$ cat config.mk
export PLATFORM = sky130hd
export DESIGN_NAME = tcce_queue
export DESIGN_NICKNAME = d
export VERILOG_FILES = /design/src/design/tcce_pkg.sv /design/src/design/tcce_queue.sv
export SDC_FILE = /design/constraint.sdc
export NUM_CORES = 1
export LEC_CHECK = 0
export BUFFER_PORTS_ARGS = -buffer_cell sky130_fd_sc_hd__buf_2
export CORE_ASPECT_RATIO = 2
export CORE_MARGIN = 3
export CORE_UTILIZATION = 51
export CTS_CLUSTER_DIAMETER = 40
export CTS_CLUSTER_SIZE = 10
export DETAILED_ROUTE_END_ITERATION = 8
export GPL_ROUTABILITY_DRIVEN = 0
export GPL_TIMING_DRIVEN = 0
export PLACE_DENSITY = 0.9
export REMOVE_ABC_BUFFERS = 1
export SLEW_MARGIN = 20
export SYNTH_ARGS = -nofsm -noshare
export SYNTH_HDL_FRONTEND = slang
export SYNTH_SLANG_ARGS = --single-unit
export TNS_END_PERCENT = 10
$ cat constraint.sdc
create_clock -name i_clk -period 2.4 [get_ports i_clk]
set_input_delay 0.48 -clock i_clk [delete_from_list [all_inputs] [get_ports i_clk]]
set_output_delay 0.48 -clock i_clk [all_outputs]
set_load 0.005 [all_outputs]
$ cat src/design/tcce_pkg.sv
package tcce_pkg;

    // Screen geometry
    localparam int COLUMNS    = 80;
    localparam int ROWS       = 25;
    localparam int CELL_COUNT = COLUMNS * ROWS;
    localparam int SHIFTED    = (ROWS - 1) * COLUMNS;

    localparam int ADDR_W = $clog2(CELL_COUNT);
    localparam int PTR_W  = $clog2(CELL_COUNT + 1);
    localparam int COL_W  = $clog2(COLUMNS + 1);
    localparam int ROW_W  = $clog2(ROWS + 1);

    // Command queue between front and back
    localparam int QDEPTH = 2;
    localparam int QPTR_W = $clog2(QDEPTH);
    localparam int QCNT_W = $clog2(QDEPTH + 1);

    // Character codes
    localparam logic [7:0] CHAR_BACKSPACE = 8'd8;
    localparam logic [7:0] CHAR_TAB       = 8'd9;
    localparam logic [7:0] CHAR_NEWLINE   = 8'd10;
    localparam logic [7:0] CHAR_SPACE     = 8'h20;

    localparam int TAB_STOP = 4;

    // Register indexes
    localparam logic CFG_TEXT_COLOR  = 1'b0;
    localparam logic CFG_BLANK_COLOR = 1'b1;

    localparam logic [7:0] TEXT_COLOR_RESET  = 8'd15;
    localparam logic [7:0] BLANK_COLOR_RESET = 8'd0;
    localparam logic [15:0] INIT_CELL        = {8'd0, CHAR_SPACE};

    typedef enum logic [1:0] {
        KIND_PUT   = 2'd0,
        KIND_CLEAR = 2'd1,
        KIND_READ  = 2'd2
    } t_kind;

    typedef enum logic [2:0] {
        OP_PUT_CHAR,
        OP_NEWLINE,
        OP_TAB,
        OP_BACKSPACE,
        OP_CLEAR,
        OP_READ,
        OP_NOP
    } t_op;

    typedef struct packed {
        t_op               op;
        logic [7:0]        char_code;
        logic [ADDR_W-1:0] addr;
    } t_cmd;

    typedef enum logic [2:0] {
        ST_INIT,
        ST_IDLE,
        ST_SCROLL,
        ST_FILL,
        ST_DONE
    } t_state;

endpackage

$ cat src/design/tcce_queue.sv
module tcce_queue (
    input  logic           i_clk,
    input  logic           i_rst_n,
    input  logic           i_push,
    input  tcce_pkg::t_cmd i_cmd,
    input  logic           i_pop,
    output logic           o_valid,
    output logic           o_full,
    output tcce_pkg::t_cmd o_cmd
);

    tcce_pkg::t_cmd r_slot [tcce_pkg::QDEPTH];

    logic [tcce_pkg::QPTR_W-1:0] r_wr_ptr;
    logic [tcce_pkg::QPTR_W-1:0] r_rd_ptr;
    logic [tcce_pkg::QCNT_W-1:0] r_count;
    logic                        do_push;
    logic                        do_pop;

    assign o_valid = (r_count != '0);
    assign o_full  = (r_count == tcce_pkg::QCNT_W'(tcce_pkg::QDEPTH));
    assign o_cmd   = r_slot[r_rd_ptr];
    assign do_push = i_push && !o_full;
    assign do_pop  = i_pop && o_valid;

    always_ff @(posedge i_clk) begin
        if (!i_rst_n) begin
            r_wr_ptr <= '0;
            r_rd_ptr <= '0;
            r_count  <= '0;
        end else begin
            if (do_push) begin
                r_wr_ptr <= r_wr_ptr + 1'b1;
            end
            if (do_pop) begin
                r_rd_ptr <= r_rd_ptr + 1'b1;
            end
            if (do_push && !do_pop) begin
                r_count <= r_count + 1'b1;
            end else if (do_pop && !do_push) begin
                r_count <= r_count - 1'b1;
            end
        end
    end

    always_ff @(posedge i_clk) begin
        if (do_push) begin
            r_slot[r_wr_ptr] <= i_cmd;
        end
    end

endmodule

==> results of run 1 <==
cell usage after synthesis, drive strengths merged:
cell	number
xnor2	2
nand2b	1
o21a	1
inv	2
nor3	1
and3	1
edfxtp	44
nor2	1
and2	3
buf	2
a21boi	2
or3	1
o21ai	2
ha	1
dfxtp	5
or2	1
mux2	22
xor2	1
how the worst min path moves through the flow:
stage                          start           end  cells past startpoint
after global placement    r_count[1]    r_count[1]                      2
final                       i_cmd[0]  r_slot[1][0]                      1
after CTS                   i_cmd[0]  r_slot[0][0]                      1
after detailed placement  r_count[1]    r_count[1]                      2
after global routing        i_cmd[0]  r_slot[1][0]                      1
after floorplan           r_count[1]    r_count[1]                      2
logic make-up (layout without fill, tap and decap cells):
family,after synthesis,in the layout,share of synthesized area
XOR/XNOR,3,3,0.0145
flip-flops,49,49,0.783
AND/OR/NAND/NOR,9,9,0.0317
buffers and inverters,4,60,0.00964
AO/OA/AOI/OAI,5,5,0.0179
multiplexers,22,22,0.136
adder cells (fa/ha/maj),1,1,0.00689
metal layers:
metal	up-vias	track usage
met3	7	0.0519
met4	0	0.108
li1	463	-
met5	-	0
met1	459	0.161
met2	28	0.270
flip-flops by register name, summed over array words and instances (netlist names), named ones only:
register,flops
r_slot,44
r_rd_ptr,1
r_wr_ptr,1
r_count,2
power groups by stage:
stage | combinational (mW) | clock, mW | sequential, mW
after global placement | 0.501 | 0 | 1.18
after global routing | 0.610 | 0.490 | 1.19
after detailed placement | 0.557 | 0 | 1.19
after floorplan | 0.327 | 0 | 1.16
final | 0.547 | 0.435 | 1.17
after CTS | 0.559 | 0.450 | 1.17
stage by stage:
step                worst slack, ps  total power [mW]   util
global placement               68.4              1.68  0.618
global route                   19.5              2.29  0.648
floorplan                       503              1.49      -
detailed placement              433              1.75  0.624
finish                          125              2.16  0.648
CTS                             108              2.18  0.648
cell type report:
class / instances / area share
clock inverter: 1 / 0.00170
multi-input combinational: 40 / 0.173
sequential: 49 / 0.643
clock buffer: 7 / 0.0345
inverter: 2 / 0.00339
tap: 48 / 0.0271
timing repair buffer: 50 / 0.118
==> results.cfg, run 1 <==
[cells_and_area]
regArea_mm2 = 0.00142
insertedDiodeCount = 0
post_route_cells_drive_above_1_share = 0.537
mostFrequentLayoutCells = sky130_fd_sc_hd__buf_2, sky130_fd_sc_hd__edfxtp_1, sky130_fd_sc_hd__mux2_2
multiInputGateArea_um2 = 383
fillCellCount = 260
finalInstanceArea_mm2 = 0.00221
design.final.nets = 175
stdcell_count = 197
mostFrequentLayoutCell = sky130_fd_sc_hd__buf_2
layout-area-overhead-vs-synth_pct = 21.8

[cts]
clock_tree_from_tritoncts = yes
quantity_of_gates_resized_following_cts = 0
cts-root-buf = sky130_fd_sc_hd__clkbuf_8
cts-root-to-sink-buffers = 2
post_cts.repair.setup_buffers = 0
cts.htree.levels = 2
cts-buffers-inserted = 5
cts_hold_buf = 0
clkSlewWorstSetupHoldPaths_ps = 80
numClockSinks = 49
clk_latency_ps = 290

[floorplanning]
core-area_mm2 = 0.00342
ios = 50
dieArea_mm2 = 0.00436
fp.dieH_um = 90.4
fp-row-count = 30
fp.dieW_um = 48.2
initial_core_util = 0.532

[setup_path]
reg2reg_slack_ps = 540
worst-setup-path-type = flop to primary output
arrival_ps = 1800
setup.worst_path.start_class = flop
path_depth_of_the_worst_reg2reg_path = 2
critical_path_buf_inv_count = 1
start_of_the_worst_register_to_register_path = r_count[0]
r2r_end = r_slot[1][21]
crit_path_top_delay_cell = sky130_fd_sc_hd__dfxtp_1
timing.critical_path.slowest_cell_delay_ps = 950
critical_path.endpoint_type = primary output
setup.worst_path.end = o_cmd[0]
crit_chain = mux2_2 > buf_2
timing.critical_path.depth = 2
critPathTopFamily = flip-flops
worst-endpoint-required_ps = 1920
critPathMaxFanout = 22

[route]
met2_wire_length_um = 1810
num_vias = 957
route.met3.wl_um = 175
drtAntennaViolNets = 0
detail_route.drc_violations = 0
detail_route.first_pass.iterations = 3
detail_route.wl_per_cell_um = 15.8
maxUsedRoutingLayer = met4
route.layer.met1.wl_um = 1020
routed_wirelength_um = 3110
vias_per_cell = 4.86
drtIter0Drc = 14

[logic_synthesis]
ys_seq_area_frac = 0.783
netlist_instances = 93
postSynthRegisterBits = 49
syn-cell-area_mm2 = 0.00182
top_post_synthesis_cells_by_area = sky130_fd_sc_hd__edfxtp_1, sky130_fd_sc_hd__mux2_2, sky130_fd_sc_hd__dfxtp_1, sky130_fd_sc_hd__and2_1, sky130_fd_sc_hd__xnor2_1
number_of_warning_messages_in_the_yosys_log = 0
synth_cell_type_count = 21
synth_area_leader_cell = sky130_fd_sc_hd__edfxtp_1
syn_avg_cell_area_um2 = 19.5
synth_top_area_frac = 0.728

[power_and_ir_drop]
power.ir.vdd_worst_mv = 0.519
power.density_cell_area_mw_per_mm2 = 974
pwr-share-comb = 0.254
sw_frac_of_total = 0.262
seq_power_share = 0.544
clock_power_share = 0.202
total_switching_power_mw = 0.564
p_leak_nw = 0.839
internal_power_mw = 1.59

[sta]
final_min_period_over_clock_period = 0.948
hold_slack_ps = 374
worst_slew_pin_slew_ps = 1000
finalCriticalPeriod_ps = 2280
maxClockFrequency_mhz = 440
hold_viol_final = 0
grt_setup_unrepaired = no
drv_slew = 0
slew_headroom = 0.332
setup_total_negative_slack_ps = 0
setup-violations-final = 0
fin_worst_skew_ps = 4.99

[min_path]
hp-class = primary input to flop

[placement]
dp.cells = 189
number_of_i_o_port_buffers = 49
placed_area_mm2 = 0.00213
dp_hpwl_um = 2310

[run]
drv_cap = 0

[grt]
grt_start_max_net_pins = 23
grt_antenna_before_repair = 0
global_route_total_overflow = 0
gr-usage-all-layers = 0.165
grt_pass1_wl_um = 4940
first_global_vias = 1084

[outcome]
result_of_the_run = finished, final reports clean
(Power assumes the default switching activity.)
==> inputs of run 2 (changes only) <==
CORE_UTILIZATION = 39   (was 51)
PLACE_DENSITY = 0.74   (was 0.9)
==> run 2 against run 1 <==
Effect of this change:
- worst hold slack worse by 2.2 ps
- via count increased by 1.5%
- setup slack improved by 300 ps
- cell count increased by 3.0%
==> results.cfg, run 2 (synthesis results as in run 1) <==
[route]
detail_route.drc_violations = 0
routed_wirelength_um = 3210
detail_route.wl_per_cell_um = 15.8
drtAntennaViolNets = 0
num_vias = 971
vias_per_cell = 4.78
detail_route.first_pass.iterations = 4
drtIter0Drc = 12

[cts]
clk_latency_ps = 290
cts-root-to-sink-buffers = 2
numClockSinks = 49
cts_hold_buf = 0
clock_tree_from_tritoncts = yes
post_cts.repair.setup_buffers = 0
cts-root-buf = sky130_fd_sc_hd__clkbuf_8
cts.htree.levels = 2
cts-buffers-inserted = 5
clkSlewWorstSetupHoldPaths_ps = 90

[sta]
drv_slew = 0
hold_slack_ps = 372
worst_slew_pin_slew_ps = 1030
slew_headroom = 0.314
hold_viol_final = 0
finalCriticalPeriod_ps = 1970
setup-violations-final = 0
maxClockFrequency_mhz = 507
fin_worst_skew_ps = 6.13
grt_setup_unrepaired = no
final_min_period_over_clock_period = 0.822
setup_total_negative_slack_ps = 0

[power_and_ir_drop]
p_leak_nw = 0.869
clock_power_share = 0.252
power.density_cell_area_mw_per_mm2 = 1020
power.ir.vdd_worst_mv = 0.687
sw_frac_of_total = 0.253
total_switching_power_mw = 0.586
internal_power_mw = 1.73
seq_power_share = 0.508
pwr-share-comb = 0.240

[setup_path]
critPathMaxFanout = 22
worst-setup-path-type = flop to primary output
setup.worst_path.start_class = flop
critical_path.endpoint_type = primary output
arrival_ps = 1490
worst-endpoint-required_ps = 1920

[min_path]
hp-class = primary input to flop

[cells_and_area]
finalInstanceArea_mm2 = 0.00228
mostFrequentLayoutCell = sky130_fd_sc_hd__buf_2
insertedDiodeCount = 0
largest_registers = r_slot (44), r_count (2)
regMostFlops = r_slot
mostFrequentLayoutCells = sky130_fd_sc_hd__buf_2, sky130_fd_sc_hd__edfxtp_1, sky130_fd_sc_hd__mux2_2
layout-area-overhead-vs-synth_pct = 25.4
stdcell_count = 203
design.final.nets = 175
post_route_cells_drive_above_1_share = 0.564
number_of_flip_flops_in_the_largest_register = 44

[grt]
grt_pass1_wl_um = 4970
gr-usage-all-layers = 0.131
first_global_vias = 1067
grt_antenna_before_repair = 0
grt_start_max_net_pins = 23
global_route_total_overflow = 0

[floorplanning]
dieArea_mm2 = 0.00556
fp.dieH_um = 102
core-area_mm2 = 0.00442
ios = 50
fp-row-count = 34
fp.dieW_um = 54.2
initial_core_util = 0.410

[placement]
placed_area_mm2 = 0.00215
dp_hpwl_um = 2340
dp.cells = 195
number_of_i_o_port_buffers = 49

[outcome]
result_of_the_run = finished, final reports clean

[run]
drv_cap = 0
run 2: cell count changes in the layout (fill, tap and decap cells not counted):
cell                        before  now
sky130_fd_sc_hd__buf_16          0    1
sky130_fd_sc_hd__buf_8           1    0
sky130_fd_sc_hd__clkbuf_1        2    0
sky130_fd_sc_hd__clkbuf_16       0    2
sky130_fd_sc_hd__clkinv_1        1    0
sky130_fd_sc_hd__clkinv_2        0    1
sky130_fd_sc_hd__dfxtp_1         5    4
sky130_fd_sc_hd__dfxtp_2         0    1
run 2: repair_timing:
action                                 4_1_cts  5_1_grt
setup endpoints to repair                    0       11
endpoints found under the hold margin        0        0
gates resized for setup                      0        1
run 2: critical path: stages, from the launching register on:
cell,delay [ps]
sky130_fd_sc_hd__dfxtp_2,670
sky130_fd_sc_hd__mux2_2,400
sky130_fd_sc_hd__buf_2,130
run 2: final timing paths:
check | start | end | slack [ps] | cells past startpoint
setup reg to reg | r_count[0] | r_slot[1][5] | 530 | 2
setup / recovery | flop | o_cmd[19] | 430 | 2
hold / removal | i_cmd[19] | r_slot[0][19] | 370 | 1
hold reg to reg | r_count[1] | r_count[1] | 540 | 2
run 2: power groups by stage:
stage	combinational (mW)	clock [mW]	sequential (mW)
after global routing	0.618	0.631	1.20
after detailed placement	0.567	0	1.20
after CTS	0.571	0.604	1.18
after global placement	0.506	0	1.18
after floorplan	0.327	0	1.16
final	0.555	0.584	1.18
run 2: routing by layer:
layer,global-route usage,vias to the layer above,part of all wire
li1,-,463,-
met2,0.240,33,0.60
met5,0,-,0
met4,0.0710,0,0.020
met3,0.0362,6,0.052
met1,0.121,469,0.33
run 2: through the flow:
step / power [mW] / utilization / setup slack (ps)
3_3_place_gp: 1.69 / 0.479 / 30.2
2_1_floorplan: 1.49 / - / 503
3_5_place_dp: 1.77 / 0.486 / 372
6_report: 2.32 / 0.515 / 428
5_1_grt: 2.45 / 0.515 / 339
4_1_cts: 2.36 / 0.514 / 31.9
run 2: layout make-up:
cell class	count	area, µm²
clock buffers	7	119
well taps	54	67.6
multi-input cells	40	383
clock inverters	1	5.00
inverters	2	7.51
repair buffers	50	273
fillers	404	2150
flip-flops and latches	49	1420
