$ cat src/design/tcce_pkg.sv
package tcce_pkg;

    // Screen geometry
    localparam int COLUMNS    = 80;
    localparam int ROWS       = 25;
    localparam int CELL_COUNT = COLUMNS * ROWS;
    localparam int SHIFTED    = (ROWS - 1) * COLUMNS;

    localparam int ADDR_W = $clog2(CELL_COUNT);
    localparam int PTR_W  = $clog2(CELL_COUNT + 1);
    localparam int COL_W  = $clog2(COLUMNS + 1);
    localparam int ROW_W  = $clog2(ROWS + 1);

    // Command queue between front and back
    localparam int QDEPTH = 2;
    localparam int QPTR_W = $clog2(QDEPTH);
    localparam int QCNT_W = $clog2(QDEPTH + 1);

    // Character codes
    localparam logic [7:0] CHAR_BACKSPACE = 8'd8;
    localparam logic [7:0] CHAR_TAB       = 8'd9;
    localparam logic [7:0] CHAR_NEWLINE   = 8'd10;
    localparam logic [7:0] CHAR_SPACE     = 8'h20;

    localparam int TAB_STOP = 4;

    // Register indexes
    localparam logic CFG_TEXT_COLOR  = 1'b0;
    localparam logic CFG_BLANK_COLOR = 1'b1;

    localparam logic [7:0] TEXT_COLOR_RESET  = 8'd15;
    localparam logic [7:0] BLANK_COLOR_RESET = 8'd0;
    localparam logic [15:0] INIT_CELL        = {8'd0, CHAR_SPACE};

    typedef enum logic [1:0] {
        KIND_PUT   = 2'd0,
        KIND_CLEAR = 2'd1,
        KIND_READ  = 2'd2
    } t_kind;

    typedef enum logic [2:0] {
        OP_PUT_CHAR,
        OP_NEWLINE,
        OP_TAB,
        OP_BACKSPACE,
        OP_CLEAR,
        OP_READ,
        OP_NOP
    } t_op;

    typedef struct packed {
        t_op               op;
        logic [7:0]        char_code;
        logic [ADDR_W-1:0] addr;
    } t_cmd;

    typedef enum logic [2:0] {
        ST_INIT,
        ST_IDLE,
        ST_SCROLL,
        ST_FILL,
        ST_DONE
    } t_state;

endpackage

$ cat src/design/tcce_front.sv
module tcce_front (
    input  logic                 i_valid,
    input  logic [1:0]           i_kind,
    input  logic [7:0]           i_char_code,
    input  logic [10:0]          i_cell_index,
    input  logic                 i_queue_full,
    input  logic                 i_init_done,
    output logic                 o_ready,
    output logic                 o_push,
    output tcce_pkg::t_cmd       o_cmd
);

    // Take words only once the screen is initialised and the queue has room.
    assign o_ready = i_init_done && !i_queue_full;
    assign o_push  = i_valid && o_ready;

    always_comb begin
        o_cmd.char_code = i_char_code;
        // saturate the read index to the last cell
        if (32'(i_cell_index) >= tcce_pkg::CELL_COUNT) begin
            o_cmd.addr = tcce_pkg::ADDR_W'(tcce_pkg::CELL_COUNT - 1);
        end else begin
            o_cmd.addr = tcce_pkg::ADDR_W'(i_cell_index);
        end
        unique case (i_kind)
            tcce_pkg::KIND_PUT: begin
                unique case (i_char_code)
                    tcce_pkg::CHAR_NEWLINE:   o_cmd.op = tcce_pkg::OP_NEWLINE;
                    tcce_pkg::CHAR_TAB:       o_cmd.op = tcce_pkg::OP_TAB;
                    tcce_pkg::CHAR_BACKSPACE: o_cmd.op = tcce_pkg::OP_BACKSPACE;
                    default:                  o_cmd.op = tcce_pkg::OP_PUT_CHAR;
                endcase
            end
            tcce_pkg::KIND_CLEAR: o_cmd.op = tcce_pkg::OP_CLEAR;
            tcce_pkg::KIND_READ:  o_cmd.op = tcce_pkg::OP_READ;
            default:              o_cmd.op = tcce_pkg::OP_NOP;
        endcase
    end

endmodule

$ cat config.mk
export PLATFORM = sky130hd
export DESIGN_NAME = tcce_front
export DESIGN_NICKNAME = d
export VERILOG_FILES = /design/src/design/tcce_pkg.sv /design/src/design/tcce_front.sv
export SDC_FILE = /design/constraint.sdc
export NUM_CORES = 1
export LEC_CHECK = 0
export BUFFER_PORTS_ARGS = -buffer_cell sky130_fd_sc_hd__buf_4
export CAP_MARGIN = 0
export CORE_AREA = 2 2 39 41
export DETAILED_ROUTE_END_ITERATION = 12
export DIE_AREA = 0 0 41 43
export GPL_ROUTABILITY_DRIVEN = 0
export SLEW_MARGIN = 10
export SYNTH_ARGS = -nofsm -noshare
export SYNTH_HDL_FRONTEND = slang
export SYNTH_SLANG_ARGS = --single-unit
$ cat constraint.sdc
create_clock -name vclk -period 1.15
set_input_delay 0.23 -clock vclk [all_inputs]
set_output_delay 0.23 -clock vclk [all_outputs]
set_load 0.03 [all_outputs]
==> impl_results.md, run 1 <==
- Top-area cell type share of the netlist area: 24.24%
- Ports: between 40 and 50
- Minimum clock period: 1604 ps
- Number of setup violations in the final report: 3
- Maximum VDD drop: about 0.00022 V
- Sequential Area: 0 µm²
- CP Max Fanout: 2
- Seq/Total Area, Yosys: 0%
- Num rows: 14
- Hold-fix buffer count after cts: 0
- Data required, critical path: 920 ps
- Antenna Cells: 0
- Die Span Y: 43 µm
- GRT busiest layer: met2
- Routed Antenna Nets: 0
- Met1 GRT Util: between 10% and 20%
- Yosys Warn Count: 0
- Syn Area/Cell: roughly 6.5 µm²
- Synth Instances: 38
- DR vias/cell: 4.162
- GR Overflow Total: 0
- Initial antenna violation count: 0
- Final Power: between 300 and 400 µW
- Worst path slowest cell: or4_4
- Slew at the pin closest to its max-slew limit: 288.4 ps
- DPL Wire Length: 944.5 µm
- Hold Slack: 671.8 ps
- Buf+Inv Stages, Crit Path: 2
- Max incr delay on CP: 560 ps
- Failing checks: negative setup slack
- Nets: 110
- Final WS setup: -454.2 ps
- First-pass GRT wire length: 1683 µm
- Largest net degree at the start of global routing: 5
- Critical-path cell list: buf_6 -> or4_4 -> o41ai_4 -> buf_4
- Met2 usage: 25.00%
- Drt total wl: approximately 1200 µm
- Netlist Area Pre-Place: 247.7 µm²
- Routed wire per std cell: 11.76 µm
- Total Routing Usage GR: a little over an eighth
- Via count: 412
- Worst min path class: input port to output pin
- Leak Pwr: 0.4042 nW
- Vias in the first global route: just under 400
- TritonRoute pass-1 iters: 2
- Synth area leaders: buf_4 24%, inv_1 12%, o31ai_1 12%
- Syn nets: 63
- Family with the most delay on the worst path: simple AND/OR/NAND/NOR gates
- Final cycle utilization of the critical path: 139.5%
- RSZ-0062 raised after global routing: true
- Top cell type by total area after synthesis: buf_4
- DRC: 0
- Max_slew headroom: 80.75%
- Max Cap Viol: 0
- Die Span X: around 41 µm
- Starting Density: 17.90%
- Fmax: 0.6234 GHz
- DIE AREA: 0.001763 mm²
- Detailed Route Iter0 Violations: 2
- Status: complete, but fails checks
- Power density cells: around 470 mW/mm²
- Final count of pins violating max slew: 0
- Cell variety after synth: 16
- Share of layout cells above drive strength 1: 85.54%
- Met3 usage: 1.047%
- Final hold viol count: 0
- FFs & Latches: 0
- Worst path arrival time: 1370 ps
- Synthesis-to-finish area growth: 211.6%
- Critical path class: input port to output pin
- Startpoint types: input port
- I/O Buffers: 48
- Clock buffer count: 0
- Crit path capture type: output pin
- Core Box Area: roughly 0.0014 mm²
logic make-up (layout without fill, tap and decap cells):
group	count (synthesis)	in the layout	synth area share (%)
buffers and inverters	21	66	43.94
adders and majority gates	1	1	5.050
AOI/OAI and AO/OA	8	8	28.28
and+or+nand+nor	8	8	22.73
worst paths after layout:
check | startpoint | endpoint | slack, ps | depth (start not counted)
setup / recovery | i_char_code[5] | o_cmd[19] | -450 | 4
hold / removal | i_char_code[5] | o_cmd[16] | 670 | 2
cell usage after synthesis, types with 2 or more instances:
| library cell | count |
|---|---|
| inv_1 | 8 |
| a21boi_0 | 2 |
| o31ai_1 | 4 |
| buf_4 | 8 |
| clkbuf_1 | 5 |
metal layers:
metal	wire length (µm)	vias to the layer above	share of wire, %
met3	55	4	4.7
met4	40	0	3.4
met5	0	-	0
met1	339	187	29
met2	729	14	63
li1	-	207	-
through the flow:
stage / utilization (%) / setup WS [ps] / TNS [ps] / cells / instance area [µm²]
floorplan: - / -390.9 / -1180 / 38 / 321.6
global placement: 48.82 / -479.4 / -1499 / 96 / 675.6
detailed placement: 48.82 / -480.8 / -1549 / 96 / 675.6
CTS: 54.61 / -461.0 / -895.1 / 99 / 755.7
global route: 55.79 / -464.2 / -1064 / 99 / 772.0
finish: 55.79 / -454.2 / -859.5 / 99 / 772.0
cell usage in the layout, fill, tap and decap left out:
cell type,synthesis,final
a21boi_2,0,2
and2_1,1,1
and4_4,0,1
buf_4,8,45
buf_6,0,13
ha_2,0,1
inv_1,8,8
nand2b_1,1,1
nand3b_1,1,1
nand4_1,1,1
nor2_4,0,1
nor2b_2,0,1
o31ai_2,0,1
o31ai_4,0,3
o32ai_4,0,1
o41ai_4,0,1
or4_4,1,1
area by class of cell:
| class | count | area, µm² |
|---|---|---|
| tap | 16 | 20.02 |
| fill | 144 | 611.8 |
| timing repair buffer | 58 | 484.2 |
| multi-input combinational | 17 | 237.7 |
| inverter | 8 | 30.03 |
power by group:
part / leakage, nW / switching, mW / internal, mW
Clock: 0 / 0 / 0
Combinational: 0.404 / 0.185 / 0.179
Sequential: 0 / 0 / 0
Total: 0.404 / 0.185 / 0.179
what timing repair did:
item | in CTS | in global routing
setup buffers | 3 | 0
setup endpoints to repair | 6 | 9
cloned | 0 | 0
resized for setup | 14 | 5
pin swaps | 7 | 2
No activity file was read; power rests on OpenSTA's default activity.
==> run 2: changes to the inputs <==
--- a/config.mk
+++ b/config.mk
@@ -5,11 +5,11 @@
 export SDC_FILE = /design/constraint.sdc
 export NUM_CORES = 1
 export LEC_CHECK = 0
-export BUFFER_PORTS_ARGS = -buffer_cell sky130_fd_sc_hd__buf_4
 export CAP_MARGIN = 0
 export CORE_AREA = 2 2 39 41
 export DETAILED_ROUTE_END_ITERATION = 12
 export DIE_AREA = 0 0 41 43
+export DONT_BUFFER_PORTS = 1
 export GPL_ROUTABILITY_DRIVEN = 0
 export SLEW_MARGIN = 10
 export SYNTH_ARGS = -nofsm -noshare
==> constraint.sdc (replaced) <==
create_clock -name vclk -period 2.1
set_input_delay 0.42 -clock vclk [all_inputs]
set_output_delay 0.42 -clock vclk [all_outputs]
set_load 0.03 [all_outputs]
==> run 2 against run 1 <==
The flow now finishes without violations. Design area decreased by 66%. Clock-buffer cell count unchanged. Global-route usage decreased by 7.1 points. Flip-flop and latch count unchanged. Routed wire length down 52%. Combinational power down 82%. Die area did not move. Critical endpoint unchanged. Largest cell class is now multi-input gates.
==> impl_results.md, run 2 (same netlist as run 1, synthesis figures left out) <==
- Final setup TNS: 0 ps (was -859.5 ps)
- Placed cell count: 50 (was 96)
- I/O Buffers: 0 (was 48)
- Layout Cells excl Fill: 50 (was 99)
- Initial antenna violation count: 0 (unchanged)
- Most frequent cells in the layout: 9 x buf_4, 8 x inv_1, 4 x o31ai_1 (was 45 x buf_4, 13 x buf_6, 8 x inv_1)
- Number of setup violations in the final report: 0 (was 3)
- Num rows: 14 (unchanged)
- Startpoint types: input port (unchanged)
- RSZ-0062 raised after global routing: false (was true)
- DIE AREA: 0.001763 mm² (unchanged)
- Finished Core Util: 19.08% (was 55.79%)
- Commonest non-fill, non-tap cell in the layout: buf_4 (unchanged)
- Routed Antenna Nets: 0 (unchanged)
- Die Span X: 41 µm (unchanged)
- Fillers: 157 (was 144)
- Share of layout cells above drive strength 1: 35.29% (was 85.54%)
- Leak Pwr: 0.1277 nW (was 0.4042 nW)
- Hold-fix buffer count after cts: 0 (unchanged)
- First-pass GRT wire length: 828 µm (was 1683 µm)
- Total Routing Usage GR: 6.094% (was 13.19%)
- Final Power: 64.37 µW (was 364.1 µW)
- Sequential Area: 0 µm² (unchanged)
- Hold Slack: 840.0 ps (was 671.8 ps)
- Status: completed (was complete, but fails checks)
- TritonRoute pass-1 iters: 2 (unchanged)
- Drt total wl: 564 µm (was 1164 µm)
- Final hold viol count: 0 (unchanged)
- Data required, critical path: 1680 ps (was 920 ps)
- Detailed Route Iter0 Violations: 2 (unchanged)
- DPL Wire Length: 519 µm (was 944.5 µm)
- Multi-input gate area: 146.4 µm² (was 237.7 µm²)
- Clock buffer count: 0 (unchanged)
- Critical-path cell list: or4_4 -> o41ai_2 -> buf_4 (was buf_6 -> or4_4 -> o41ai_4 -> buf_4)
- Critical path class: input port to output pin (unchanged)
- Pre-CTS setup slack: 224.9 ps (was -480.8 ps)
- Largest net degree at the start of global routing: 5 (unchanged)
- Antenna Cells: 0 (unchanged)
- Maximum VDD drop: 0.00005686 V (was 0.0002180 V)
- Final WS setup: 230.6 ps (was -454.2 ps)
- GR Overflow Total: 0 (unchanged)
- Core Box Area: 0.001384 mm² (unchanged)
- Worst min path class: input port to output pin (unchanged)
- Placed cell areas: 264.0 µm² (was 675.6 µm²)
- Worst path slowest cell: or4_4 (unchanged)
- Fmax: 0.5349 GHz
- Worst path arrival time: 1450 ps (was 1370 ps)
- Max incr delay on CP: 530 ps (was 560 ps)
- DR vias/cell: 4.840 (was 4.162)
- Setup Buffers After CTS: 0 (was 3)
- Crit path capture type: output pin (unchanged)
- Final cycle utilization of the critical path: 89.02%
- Post-CTS Resized: 0 (was 14)
- Starting Density: 17.90% (unchanged)
- Power density cells: 243.8 mW/mm² (was 471.6 mW/mm²)
- Routed wire per std cell: 11.28 µm (was 11.76 µm)
- DRC: 0 (unchanged)
- Minimum clock period: between 1500 and 2000 ps
- Vias in the first global route: 239 (was 396)
- Max_slew headroom: 79.45% (was 80.75%)
- FFs & Latches: 0 (unchanged)
- Slew at the pin closest to its max-slew limit: 310.4 ps (was 288.4 ps)
- Die Span Y: 43 µm (unchanged)
- Max Cap Viol: 0 (unchanged)
- Via count: 242 (was 412)
- Ports: 48 (unchanged)
- CP Max Fanout: 2 (unchanged)
- Nets: 61 (was 110)
- Cell area after layout: 264.0 µm² (was 772.0 µm²)
- Synthesis-to-finish area growth: 6.565% (was 211.6%)
- Final count of pins violating max slew: 0 (unchanged)
==> run 2: worst paths after layout <==
kind	startpoint	to	slack, ps	depth (start not counted)
min	i_char_code[1]	o_cmd[12]	840	0
max	i_char_code[5]	o_cmd[19]	230	3
==> run 2: area by class of cell <==
cell class / instances / share of cell area [%]
Multi-Input combinational cell: 17 / 55.45
Timing Repair Buffer: 9 / 25.59
Inverter: 8 / 11.37
Tap cell: 16 / 7.583
==> run 2: routing by layer <==
layer / GRT usage (%) / vias up / routed length (µm)
met4: 0.6667 / 0 / 0
met2: 13.13 / 26 / 300
li1: - / 109 / -
met1: 5.696 / 107 / 186
met5: 0 / - / 0
met3: 0 / 0 / 78
==> run 2: power breakdown <==
group / internal [mW] / leakage [nW] / switching, mW
Clock: 0 / 0 / 0
Sequential: 0 / 0 / 0
Combinational: 0.0240 / 0.128 / 0.0404
Total: 0.0240 / 0.128 / 0.0404
==> run 2: worst max-delay path: cells and delay by family <==
| family | cells | cell delay, ps |
|---|---|---|
| compound gates | 1 | 290 |
| buf+inv | 1 | 210 |
| simple gates | 1 | 530 |
==> run 3: changes to the inputs <==
--- a/config.mk
+++ b/config.mk
@@ -11,7 +11,7 @@
 export DIE_AREA = 0 0 41 43
 export DONT_BUFFER_PORTS = 1
 export GPL_ROUTABILITY_DRIVEN = 0
-export SLEW_MARGIN = 10
+export REMOVE_ABC_BUFFERS = 1
 export SYNTH_ARGS = -nofsm -noshare
 export SYNTH_HDL_FRONTEND = slang
 export SYNTH_SLANG_ARGS = --single-unit
==> run 3 against run 2 <==
Routed wire length decreased by 0.89%. Die area unchanged. Utilization decreased by 0.54 points. Clock-buffer cell count unchanged. Non-clock buffer count unchanged. First-iteration DRC count decreased by 100%. Setup slack improved by 13 ps. Sequential share of layout area unchanged. Maximum frequency increased by 0.68%. Critical path depth unchanged. Flip-flop and latch count unchanged. Design area decreased by 2.8%.
==> impl_results.md, run 3 (same netlist as run 1, synthesis figures left out) <==
- Final count of pins violating max slew: 0 (unchanged)
- Die Span Y: 43 µm (unchanged)
- DRC: 0 (unchanged)
- Fmax: 0.5386 GHz (was 0.5349 GHz)
- Final Power: 61.85 µW (was 64.37 µW)
- Routed wire per std cell: 11.18 µm (was 11.28 µm)
- GR Overflow Total: 0 (unchanged)
- Final setup TNS: 0 ps (unchanged)
- Setup Buffers After CTS: 0 (unchanged)
- Leak Pwr: 0.1264 nW (was 0.1277 nW)
- Synthesis-to-finish area growth: 3.535% (was 6.565%)
- Routed Antenna Nets: 0 (unchanged)
- Post-CTS Resized: 0 (unchanged)
- Startpoint types: input port (unchanged)
- Die Span X: 41 µm (unchanged)
- Maximum VDD drop: 0.00006369 V (was 0.00005686 V)
- TritonRoute pass-1 iters: 1 (was 2)
- Worst path arrival time: 1440 ps (was 1450 ps)
- Nets: 61 (unchanged)
- DR vias/cell: 4.500 (was 4.840)
- Number of setup violations in the final report: 0 (unchanged)
- Worst path slowest cell: or4_4 (unchanged)
- Clock buffer count: 0 (unchanged)
- WHS Path Cells: 0 (unchanged)
- Share of layout cells above drive strength 1: 32.35% (was 35.29%)
- Slew at the pin closest to its max-slew limit: 303.2 ps (was 310.4 ps)
- Initial antenna violation count: 0 (unchanged)
- Status: completed (unchanged)
- Final hold viol count: 0 (unchanged)
- Total Routing Usage GR: 4.995% (was 6.094%)
- Worst min path class: input port to output pin (unchanged)
- Finished Core Util: 18.54% (was 19.08%)
- Starting Density: 17.90% (unchanged)
- Most frequent cells in the layout: 9 x buf_4, 8 x inv_1, 4 x o31ai_1 (unchanged)
- Largest net degree at the start of global routing: 5 (unchanged)
- Max Cap Viol: 0 (unchanged)
- Num rows: 14 (unchanged)
- Critical-path cell list: or4_4 -> o41ai_2 -> buf_4 (unchanged)
- Data required, critical path: 1680 ps (about the same)
- Vias in the first global route: 197 (was 239)
- Core Box Area: 0.001384 mm² (unchanged)
- Detailed Route Iter0 Violations: 0 (was 2)
- Fillers: 159 (was 157)
- Drt total wl: 559 µm (was 564 µm)
- Antenna Cells: 0 (unchanged)
- Max_slew headroom: 79.93% (was 79.45%)
- I/O Buffers: 0 (unchanged)
- First-pass GRT wire length: 690 µm (was 828 µm)
- Ports: 48 (unchanged)
- Power density cells: 241.1 mW/mm² (was 243.8 mW/mm²)
- Commonest non-fill, non-tap cell in the layout: buf_4 (unchanged)
- CP Max Fanout: 2 (unchanged)
- Final cycle utilization of the critical path: 88.42% (was 89.02%)
- Critical path class: input port to output pin (unchanged)
- Sequential Area: 0 µm² (unchanged)
- Minimum clock period: 1857 ps (was 1869 ps)
- Max incr delay on CP: 520 ps (was 530 ps)
- Via count: 225 (was 242)
- FFs & Latches: 0 (unchanged)
- Crit path capture type: output pin (unchanged)
- Hold-fix buffer count after cts: 0 (unchanged)
- DIE AREA: 0.001763 mm² (unchanged)
- RSZ-0062 raised after global routing: false (unchanged)
- Multi-input gate area: 138.9 µm² (was 146.4 µm²)
==> run 3: cell counts in the layout (fill, tap and decap cells not counted) <==
No cell type changed its count.
==> run 3: critical path, delay by kind of cell <==
family	cells	cell delay [ps]
compound gates	1	290
buf+inv	1	210
simple gates	1	520
==> run 3: worst paths after layout <==
| kind | start | endpoint | slack, ps |
|---|---|---|---|
| setup / recovery | i_char_code[5] | o_cmd[19] | 240 |
| hold / removal | i_char_code[0] | o_cmd[11] | 840 |
==> run 3: layer usage <==
| layer | vias up | routed length (µm) | global-route usage (%) |
|---|---|---|---|
| li1 | 109 | - | - |
| met1 | 97 | 198 | 5.380 |
| met2 | 19 | 289 | 10.00 |
| met3 | 0 | 71 | 0.5236 |
| met4 | 0 | 0 | 0 |
| met5 | - | 0 | 0 |
==> run 3: cell type report <==
cell class | count | area share (%)
repair buffers | 9 | 26.34
multi-input cells | 17 | 54.15
well taps | 16 | 7.805
inverters | 8 | 11.71
==> run 3: through the flow <==
| stage | setup slack [ps] | std cells | hold WS, ps | cell area (µm²) |
|---|---|---|---|---|
| CTS | 229.9 | 50 | 840.2 | 256.5 |
| finish | 243.3 | 50 | 840.0 | 256.5 |
| global route | 203.9 | 50 | 840.0 | 256.5 |
| global placement | 250.1 | 50 | 840.2 | 256.5 |
| floorplan | -110.9 | 25 | 840.0 | 168.9 |
| detailed placement | 229.9 | 50 | 840.2 | 256.5 |
==> run 3: power breakdown <==
part           internal (mW)  switching [mW]
sequential                 0               0
clock                      0               0
combinational         0.0228          0.0391
total                 0.0228          0.0391
